<file path="config.mk">
export PLATFORM = sky130hd
export DESIGN_NAME = shelf_alignment_correction
export DESIGN_NICKNAME = d
export VERILOG_FILES = /design/src/sac_pkg.sv /design/src/shelf_alignment_correction.sv
export SDC_FILE = /design/constraint.sdc
export NUM_CORES = 2
export LEC_CHECK = 0
export BUFFER_PORTS_ARGS = -buffer_cell sky130_fd_sc_hd__buf_2
export CORE_AREA = 2 2 364 366
export CTS_BUF_LIST = sky130_fd_sc_hd__clkbuf_2
export DETAILED_ROUTE_END_ITERATION = 7
export DIE_AREA = 0 0 366 368
export PLACE_DENSITY_LB_ADDON = 0.25
export SLEW_MARGIN = 40
export SYNTH_ARGS = -nofsm -noshare
export SYNTH_HDL_FRONTEND = slang
export SYNTH_SLANG_ARGS = --single-unit
</file>
<file path="constraint.sdc">
create_clock -name aclk -period 29.6 [get_ports aclk]
set_input_delay 2.96 -clock aclk [delete_from_list [all_inputs] [get_ports aclk]]
set_output_delay 2.96 -clock aclk [all_outputs]
set_load 0.02 [all_outputs]
</file>
<file path="src/sac_pkg.sv">
// Shared types and constants of the shelf alignment correction block.
package sac_pkg;

    // Correction mode reported with each scan result
    typedef enum logic [1:0] {
        MODE_NONE     = 2'd0,
        MODE_COMPLEX  = 2'd1,
        MODE_TURN     = 2'd2,
        MODE_PARALLEL = 2'd3
    } mode_t;

    // Configuration register indexes (byte address is 4 * index)
    localparam logic [2:0] REG_DISTANCE_MIN = 3'd0;
    localparam logic [2:0] REG_DISTANCE_MAX = 3'd1;
    localparam logic [2:0] REG_GAIN_LATERAL = 3'd2;
    localparam logic [2:0] REG_GAIN_YAW     = 3'd3;
    localparam logic [2:0] REG_GAIN_TURN    = 3'd4;

    localparam int CFG_ADDR_W = 5;

    // Register reset values
    localparam logic [14:0]        DISTANCE_MIN_RST = 15'd0;
    localparam logic [14:0]        DISTANCE_MAX_RST = 15'd30000;
    localparam logic signed [15:0] GAIN_RST         = 16'sd256;

    // One sensor pair request
    typedef struct packed {
        logic [14:0]        left_distance;
        logic [14:0]        right_distance;
        logic signed [15:0] velocity;
        logic               last_pair;
    } sac_in_t;

    // One scan result
    typedef struct packed {
        mode_t              mode;
        logic signed [15:0] lateral_speed;
        logic signed [15:0] yaw_speed;
        logic signed [15:0] turn_angle;
    } sac_out_t;

endpackage

</file>
<file path="src/shelf_alignment_correction.sv">
// Shelf alignment correction: per-scan front/back tracking and Q8.8 correction outputs.
//
// A scan is a run of sensor-pair requests closed by one with last_pair set. A reading
// counts when it lies strictly between distance_min and distance_max; per side the first
// such reading is kept as front and the latest as back. Every request is taken into an
// input register and processed from there, so one request is accepted per clock unless
// stalled; only the closing request of a scan yields a result, loaded into the result
// register at the clock edge after its acceptance at the earliest. The request path stalls
// only while a closing request waits on a held result that the downstream side is not
// ready to take. The user must write configuration over the APB port only while the
// block is idle (not enforced by the block); reads return the current register values.
module shelf_alignment_correction #(
    parameter int DIST_WIDTH = 16
) (
    input  logic                             aclk,
    input  logic                             aresetn,
    // sensor pair requests
    input  logic                             s_valid,
    output logic                             s_ready,
    input  sac_pkg::sac_in_t                 s_item,
    // scan results
    output logic                             m_valid,
    input  logic                             m_ready,
    output sac_pkg::sac_out_t                m_result,
    // configuration
    input  logic                             psel,
    input  logic                             penable,
    input  logic                             pwrite,
    input  logic [sac_pkg::CFG_ADDR_W-1:0]   paddr,
    input  logic [31:0]                      pwdata,
    output logic [31:0]                      prdata,
    output logic                             pready
);
    import sac_pkg::*;

    localparam int OP_W   = DIST_WIDTH + 2;
    localparam int PROD_W = OP_W + 16;

    // Configuration registers
    logic [14:0]        dist_min_reg;
    logic [14:0]        dist_max_reg;
    logic signed [15:0] gain_lat_reg;
    logic signed [15:0] gain_yaw_reg;
    logic signed [15:0] gain_turn_reg;

    // Input and result stages
    logic     in_v_reg;
    sac_in_t  in_reg;
    logic     out_v_reg;
    sac_out_t out_reg;

    // Scan state
    logic [1:0]            lcnt_reg, rcnt_reg;
    logic [DIST_WIDTH-1:0] lfront_reg, lback_reg, rfront_reg, rback_reg;
    logic [DIST_WIDTH-1:0] first_l_reg, first_r_reg;
    logic                  scan_start_reg;

    logic [1:0]            lcnt_next, rcnt_next;
    logic [DIST_WIDTH-1:0] lfront_next, lback_next, rfront_next, rback_next;
    logic [DIST_WIDTH-1:0] first_l_next, first_r_next;

    logic                  cfg_we;
    logic [2:0]            cfg_idx;
    logic                  fire;
    logic                  out_free;
    logic [DIST_WIDTH-1:0] ld_m, rd_m;
    logic                  l_ok, r_ok;
    logic [1:0]            lcnt_base, rcnt_base;
    logic                  first_ok, last_ok;
    mode_t                 mode_sel;
    logic signed [OP_W-1:0]   lf_s, lb_s, rf_s, rb_s;
    logic signed [OP_W-1:0]   lat_op, yaw_op, turn_op;
    logic signed [PROD_W-1:0] lat_prod, yaw_prod, turn_prod, lat_adj;
    sac_out_t              res;

    // Clamp a wide product into signed 16 bits
    function automatic logic signed [15:0] sat16(input logic signed [PROD_W-1:0] v);
        logic all_one, all_zero;
        all_one  = &v[PROD_W-1:15];
        all_zero = ~|v[PROD_W-1:15];
        if (all_one || all_zero) begin
            return v[15:0];
        end else if (v[PROD_W-1]) begin
            return 16'sh8000;
        end else begin
            return 16'sh7fff;
        end
    endfunction

    // APB access
    assign pready  = 1'b1;
    assign cfg_idx = paddr[CFG_ADDR_W-1:2];
    assign cfg_we  = psel && penable && pwrite;

    always_comb begin
        case (cfg_idx)
            REG_DISTANCE_MIN: prdata = 32'(dist_min_reg);
            REG_DISTANCE_MAX: prdata = 32'(dist_max_reg);
            REG_GAIN_LATERAL: prdata = 32'(gain_lat_reg);
            REG_GAIN_YAW:     prdata = 32'(gain_yaw_reg);
            REG_GAIN_TURN:    prdata = 32'(gain_turn_reg);
            default:          prdata = 32'd0;
        endcase
    end

    always_ff @(posedge aclk) begin
        if (!aresetn) begin
            dist_min_reg  <= DISTANCE_MIN_RST;
            dist_max_reg  <= DISTANCE_MAX_RST;
            gain_lat_reg  <= GAIN_RST;
            gain_yaw_reg  <= GAIN_RST;
            gain_turn_reg <= GAIN_RST;
        end else if (cfg_we) begin
            unique case (cfg_idx)
                REG_DISTANCE_MIN: dist_min_reg  <= pwdata[14:0];
                REG_DISTANCE_MAX: dist_max_reg  <= pwdata[14:0];
                REG_GAIN_LATERAL: gain_lat_reg  <= signed'(pwdata[15:0]);
                REG_GAIN_YAW:     gain_yaw_reg  <= signed'(pwdata[15:0]);
                REG_GAIN_TURN:    gain_turn_reg <= signed'(pwdata[15:0]);
                default: ;
            endcase
        end
    end

    // Handshake: a non-closing request always retires; a closing one needs the result slot
    assign out_free = !out_v_reg || m_ready;
    assign fire     = in_v_reg && (!in_reg.last_pair || out_free);
    assign s_ready  = !in_v_reg || fire;
    assign m_valid  = out_v_reg;
    assign m_result = out_reg;

    // Reading validity and stored width
    assign ld_m = DIST_WIDTH'(32'(in_reg.left_distance));
    assign rd_m = DIST_WIDTH'(32'(in_reg.right_distance));
    assign l_ok = (in_reg.left_distance > dist_min_reg) && (in_reg.left_distance < dist_max_reg);
    assign r_ok = (in_reg.right_distance > dist_min_reg) && (in_reg.right_distance < dist_max_reg);

    // Front/back tracking per side
    always_comb begin
        lcnt_base    = scan_start_reg ? 2'd0 : lcnt_reg;
        rcnt_base    = scan_start_reg ? 2'd0 : rcnt_reg;
        first_l_next = scan_start_reg ? ld_m : first_l_reg;
        first_r_next = scan_start_reg ? rd_m : first_r_reg;
        lcnt_next    = lcnt_base;
        lfront_next  = lfront_reg;
        lback_next   = lback_reg;
        rcnt_next    = rcnt_base;
        rfront_next  = rfront_reg;
        rback_next   = rback_reg;
        if (l_ok) begin
            if (lcnt_base == 2'd0) begin
                lfront_next = ld_m;
                lcnt_next   = 2'd1;
            end else begin
                lcnt_next = 2'd2;
            end
            lback_next = ld_m;
        end
        if (r_ok) begin
            if (rcnt_base == 2'd0) begin
                rfront_next = rd_m;
                rcnt_next   = 2'd1;
            end else begin
                rcnt_next = 2'd2;
            end
            rback_next = rd_m;
        end
    end

    // Mode choice on the closing pair
    assign first_ok = (33'(first_l_next) < 33'(dist_max_reg))
                   && (33'(first_r_next) < 33'(dist_max_reg));
    assign last_ok  = (33'(ld_m) < 33'(dist_max_reg)) && (33'(rd_m) < 33'(dist_max_reg));

    assign lf_s = signed'(OP_W'(lfront_next));
    assign lb_s = signed'(OP_W'(lback_next));
    assign rf_s = signed'(OP_W'(rfront_next));
    assign rb_s = signed'(OP_W'(rback_next));

    always_comb begin
        mode_sel = MODE_NONE;
        lat_op   = '0;
        yaw_op   = '0;
        turn_op  = '0;
        if (in_reg.velocity != 16'sd0) begin
            if (lcnt_next == 2'd2 && rcnt_next == 2'd2) begin
                mode_sel = MODE_COMPLEX;
                lat_op   = (rf_s + rb_s) - (lf_s + lb_s);
                yaw_op   = lf_s - lb_s;
            end else if (lcnt_next != 2'd0 && rcnt_next != 2'd0) begin
                if (!in_reg.velocity[15]) begin
                    // forward
                    if (first_ok) begin
                        mode_sel = MODE_TURN;
                        turn_op  = rf_s - lf_s;
                    end else if (last_ok) begin
                        mode_sel = MODE_PARALLEL;
                        lat_op   = rb_s - lb_s;
                    end
                end else begin
                    // backward
                    if (first_ok) begin
                        mode_sel = MODE_PARALLEL;
                        lat_op   = rf_s - lf_s;
                    end else if (last_ok) begin
                        mode_sel = MODE_TURN;
                        turn_op  = rb_s - lb_s;
                    end
                end
            end
        end
    end

    // Gain scaling; the complex lateral term is a doubled average, halved toward minus infinity
    assign lat_prod  = lat_op * gain_lat_reg;
    assign yaw_prod  = yaw_op * gain_yaw_reg;
    assign turn_prod = turn_op * gain_turn_reg;
    assign lat_adj   = (mode_sel == MODE_COMPLEX) ? (lat_prod >>> 1) : lat_prod;

    always_comb begin
        res.mode          = mode_sel;
        res.lateral_speed = sat16(lat_adj);
        res.yaw_speed     = sat16(yaw_prod);
        res.turn_angle    = sat16(turn_prod);
    end

    // Input register
    always_ff @(posedge aclk) begin
        if (!aresetn) begin
            in_v_reg <= 1'b0;
        end else if (s_ready) begin
            in_v_reg <= s_valid;
        end
    end

    always_ff @(posedge aclk) begin
        if (s_valid && s_ready) begin
            in_reg <= s_item;
        end
    end

    // Scan state update
    always_ff @(posedge aclk) begin
        if (!aresetn) begin
            lcnt_reg       <= 2'd0;
            rcnt_reg       <= 2'd0;
            scan_start_reg <= 1'b1;
        end else if (fire) begin
            lcnt_reg       <= lcnt_next;
            rcnt_reg       <= rcnt_next;
            scan_start_reg <= in_reg.last_pair;
        end
    end

    always_ff @(posedge aclk) begin
        if (fire) begin
            lfront_reg  <= lfront_next;
            lback_reg   <= lback_next;
            rfront_reg  <= rfront_next;
            rback_reg   <= rback_next;
            first_l_reg <= first_l_next;
            first_r_reg <= first_r_next;
        end
    end

    // Result register
    always_ff @(posedge aclk) begin
        if (!aresetn) begin
            out_v_reg <= 1'b0;
        end else if (fire && in_reg.last_pair) begin
            out_v_reg <= 1'b1;
        end else if (m_ready) begin
            out_v_reg <= 1'b0;
        end
    end

    always_ff @(posedge aclk) begin
        if (fire && in_reg.last_pair) begin
            out_reg <= res;
        end
    end

endmodule
</file>
== Word level (Yosys, flattened, before mapping) ==
Cells that the tools add are included.
Word-level totals
  bits in registers: 278
  input port bits: 91
  output and inout bits: 85
  word-level logic and storage cells: 134
Cells by class
  add/sub/neg operators: 6
  $mul: 3
  order comparisons: 8
  equality and inequality tests: 7
  mux-type cells: 45
  reduce and logical (&&, ||, !) cells: 41
Operator list (number)
  two-way mux 18 bit: 13
  two-way mux 16 bit: 14
  case mux 32 bit (5 select lines): 1
  multiplier 18 x 16 -> 34 bit: 3
  < comparator 15 bit: 4
  AND reduction 19 bit: 3
  OR reduction 19 bit: 3
  subtractor 16 x 16 -> 17 bit: 3
  adder 16 x 16 -> 17 bit: 2
  two-way mux 33 bit: 1
  < comparator 16 x 15 -> 1 bit: 2
  greater-than comparator 15 bit: 2
  two-way mux 2 bit: 14
  subtractor 17 x 17 -> 18 bit: 1
  nonzero test 16 bit: 1
  logical AND 1 bit: 11
  AND reduction 2 bit: 5
  equality test 3 x 2 -> 1 bit (second input constant): 2
  zero test 1 bit: 6
  logical OR 1 bit: 6
  nonzero test 2 bit: 3
  equality test 2 bit (second input constant): 2
  zero test 2 bit: 2
  equality test 3 x 1 -> 1 bit (second input constant): 1
  4 further kinds: 5

== Logic depth before layout (Yosys ltp) ==
  depth after elaboration: 16
  gate-level depth with buffers: 54
  depth with buffers taken out: 49

== Worst setup path before layout ==
OpenSTA, ideal clock, no wires.
  path kind: register to register
  start point: reg in_reg[36] in the netlist's numbering
  end point: reg out_reg (netlist bit m_result[38]), data pin
  setup time: 0.271 ns
  data arrival time: 12.338 ns
  required time: 29.329 ns
  path slack: 16.991 ns
  stages on the path, launching flop included: 51
  path buffers: 5
  period minus slack after synthesis: 12.609 ns
  cell sequence: edfxtp_1 -> ha_1 -> a21o_1 -> a211o_1 -> a41oi_1 -> o21ai_1 -> a21bo_2 -> clkbuf_1 -> nor2_1 -> clkbuf_1 -> mux2i_1 -> inv_1 -> fa_1 -> inv_1 -> fa_1 -> ha_1 -> inv_1 -> fa_1 -> (+15 left out) -> fa_1 -> fa_1 -> inv_1 -> fa_1 -> inv_1 -> ha_1 -> clkbuf_1 -> a211oi_1 -> o21bai_1 -> a221o_1 -> a21o_1 -> a21o_1 -> a211o_1 -> nor4_1 -> o21ai_1 -> o31ai_2 -> buf_4 -> o211ai_1
RTL lines
  start, declared: RTL line shelf_alignment_correction.sv:48  | sac_in_t in_reg;
  start signal, assigned: RTL line shelf_alignment_correction.sv:238  | in_reg <= s_item;
  end signal, assigned: RTL line shelf_alignment_correction.sv:279  | out_reg <= res;
  end, declared: RTL line shelf_alignment_correction.sv:50  | sac_out_t out_reg;

==> metrics <==
IO Pins=roughly 180; fmax=~70 MHz; area delta synth->final=6.412%; Mapped Nets=approximately 7000; synth cell count leaders=inv_1, fa_1, nand2_1; hpwl dp=around 120000 microns; Simple-Gate Fraction of Synth Area=0.1544; Setup WS pre-CTS=15510 ps; drt wl/cell=between 15 and 20 microns; worst path required time=about 31000 ps; share of synthesized registers carrying an async set or reset=0; initial antenna violation count=12; share of the synthesized area in the top cell type=0.3424; post-cts sizing count=0; Synth Area in Compound Gates=0.1064; FF+latch count, synth=roughly 280; layout cells sized above 1=0.09441; Mapped Area=51870 sq um; max-slew violations=0; Core Util, Final=0.4220; DRT antenna net count=0; Die Wd=366 microns; max cap viols=0; sequential element share of the synthesized area=0.1445; Worst Hold End=rcnt_reg[1]; PwrDens=about 26 nW/um^2; Worst Setup End Kind=flip-flop; vias in the first global route=approximately 40000; CTS Hold Buffers Added=0; die area=between 100000 and 150000 sq um; Setup Fix Bufs, Post-CTS=0; Distinct cells, synth=roughly 110; CP max FO=17; CTS sink cnt=278; critical path's slowest cell=a2111oi_0; FF-to-FF setup slack=around 15000 ps; status=finished, final reports clean; largest net degree at the start of global routing=85; DRT Wirelength=roughly 140000 microns; Syn Area/Cell=a little over 9 sq um; cell mode on critical path=fa_1; Crit path largest cell delay=around 830 ps; GRT Overall Usage=0.2149; FP Rows=between 100 and 150; XOR/XNOR Fraction of Synth Area=0.02195; Synth Area in Adders=0.4434; clk_skew=~230 ps; Largest register FFs=50; Die Ht=~370 microns; Gate Count Post-Synth=approximately 5600; Via density=5.246; CTS Root Cell=clkbuf_2; Hold Path Class=reg2reg; proportion of synthesized area in mux cells=0.03018; EDFF count, synth=193; Initial Util=0.3965; RSZ-0062 raised after global routing=no; Overflow after GRT=0; Setup TNS=0 ps; total number of vias=between 30000 and 40000; Reg-to-Reg Start=dist_max_reg[12]; Starting DRT DRC Count=roughly 2800; Reg clk slew, reported paths=around 80 ps; min Tclk post-route=14480 ps; drt pass-1 iters=6; min-delay src=rcnt_reg[1]; Primary FF master, synth=edfxtp_1; cell taking the most area after synthesis=fa_1; # DRC=0; clock buffer depth=3; first-pass GRT wire length=around 230000 microns; post-route clock period utilization=0.4893; final worst setup slack=about 15000 ps; Worst R2R Path Depth=46; worst slew pin tran=around 900 ps; largest family of logic cells by synthesized area=adder cells; fillers=13140; most common cell in the netlist=inv_1; GPL Wtd Cong=approximately 0.90; synth top area cells=fa_1, edfxtp_1, ha_1; I/O Buffers=between 150 and 200; peak supply drop=about 0.031 mV; # H-tree levels=3; endpoints failing hold=0; critical path launch point type=flip-flop; nets@finish=about 7000; P_leak=25.04 nW; critical path data arrival time=between 15000 and 20000 ps; crit path kind=reg2reg; total core area=approximately 130000 sq um; total CTS buffers=81; Critical R2R Capture=m_result[34]; Finish-stage setup viols=0; TritonCTS clock tree=yes; synth warn=0; Hold Path Stages=2; Clock Latency Late Sink=roughly 1400 ps; relative slew slack=0.3871
## cell usage in the layout (no fill, tap or decap), drive strengths merged, types with 35 or more instances in the layout
| cell | count |
|---|---|
| a21boi | 88 |
| nor3 | 56 |
| inv | 1061 |
| xor2 | 35 |
| o21ai | 136 |
| edfxtp | 193 |
| mux2 | 57 |
| fa | 887 |
| a21o | 57 |
| and3 | 53 |
| and2 | 321 |
| xnor2 | 95 |
| nand2 | 637 |
| nand3 | 63 |
| ha | 419 |
| o211ai | 46 |
| buf | 225 |
| nor2b | 81 |
| clkbuf | 118 |
| nor2 | 179 |
| dfxtp | 85 |
| mux2i | 90 |
| nand2b | 59 |
| a21oi | 173 |
## metal layers
layer,track usage,part of all wire,wire (microns),vias to the layer above
met5,0,0.00047,67,-
met4,0.05081,0.020,2867,10
met3,0.03860,0.074,10650,168
met2,0.3336,0.44,63070,1160
met1,0.3106,0.46,66580,19740
li1,-,-,-,18000
## per-stage QoR
stage          hold slack [ps]  cells  power [mW]  area, sq um
4_1_cts                  485.2   7443       1.457        55120
5_1_grt                  502.9   7445       1.558        55180
6_report                 479.2   7449       1.453        55190
2_1_floorplan            437.5   5591      0.9370        51870
3_3_place_gp             457.2   7296       1.121        54250
3_5_place_dp             461.5   7299       1.133        54370
## critical path: cells and delay by family (launching register included)
kind	cells	cell delay [ps]
AOI/OAI and AO/OA	15	4990
xor gates and xnor gates	1	140
adders and majority gates	11	4950
buffers and inverters	8	1080
DFF	1	340
muxes	1	280
and+or+nand+nor	10	2280
## power breakdown
group,leakage [nW],internal (mW),switching [mW]
Combinational,22.0,0.253,0.422
Sequential,2.51,0.449,0.0146
Clock,0.564,0.118,0.196
Total,25.0,0.820,0.633
## worst max-delay path by stage
stage,startpoint,end,slack [ps]
final,dist_max_reg[12],m_result[34],15120
after global routing,in_reg[36],m_result[43],14470
after CTS,in_reg[36],m_result[34],15400
after detailed placement,dist_max_reg[4],m_result[34],15510
after global placement,dist_max_reg[4],m_result[33],15340
after floorplan,in_reg[36],m_result[38],16990
## cells by family after synthesis
| kind of cell | count (synthesis) |
|---|---|
| AO/OA/AOI/OAI | 794 |
| XOR/XNOR | 130 |
| adder cells (fa/ha/maj) | 1306 |
| buffers and inverters | 1331 |
| flip-flops | 278 |
| multiplexers | 148 |
| other | 1 |
| AND/OR/NAND/NOR | 1603 |
## final cells by class
cell class	count	area [sq um]	area share
diodes	6	15.01	0.0002720
clock buffers	118	590.6	0.01070
clock inverters	26	155.1	0.002811
flip-flops and latches	278	7531	0.1365
repair buffers	225	1329	0.02408
inverters	1059	3975	0.07202
multi-input cells	3982	39400	0.7139
well taps	1755	2196	0.03979
Power figures use the tool's default switching activity.
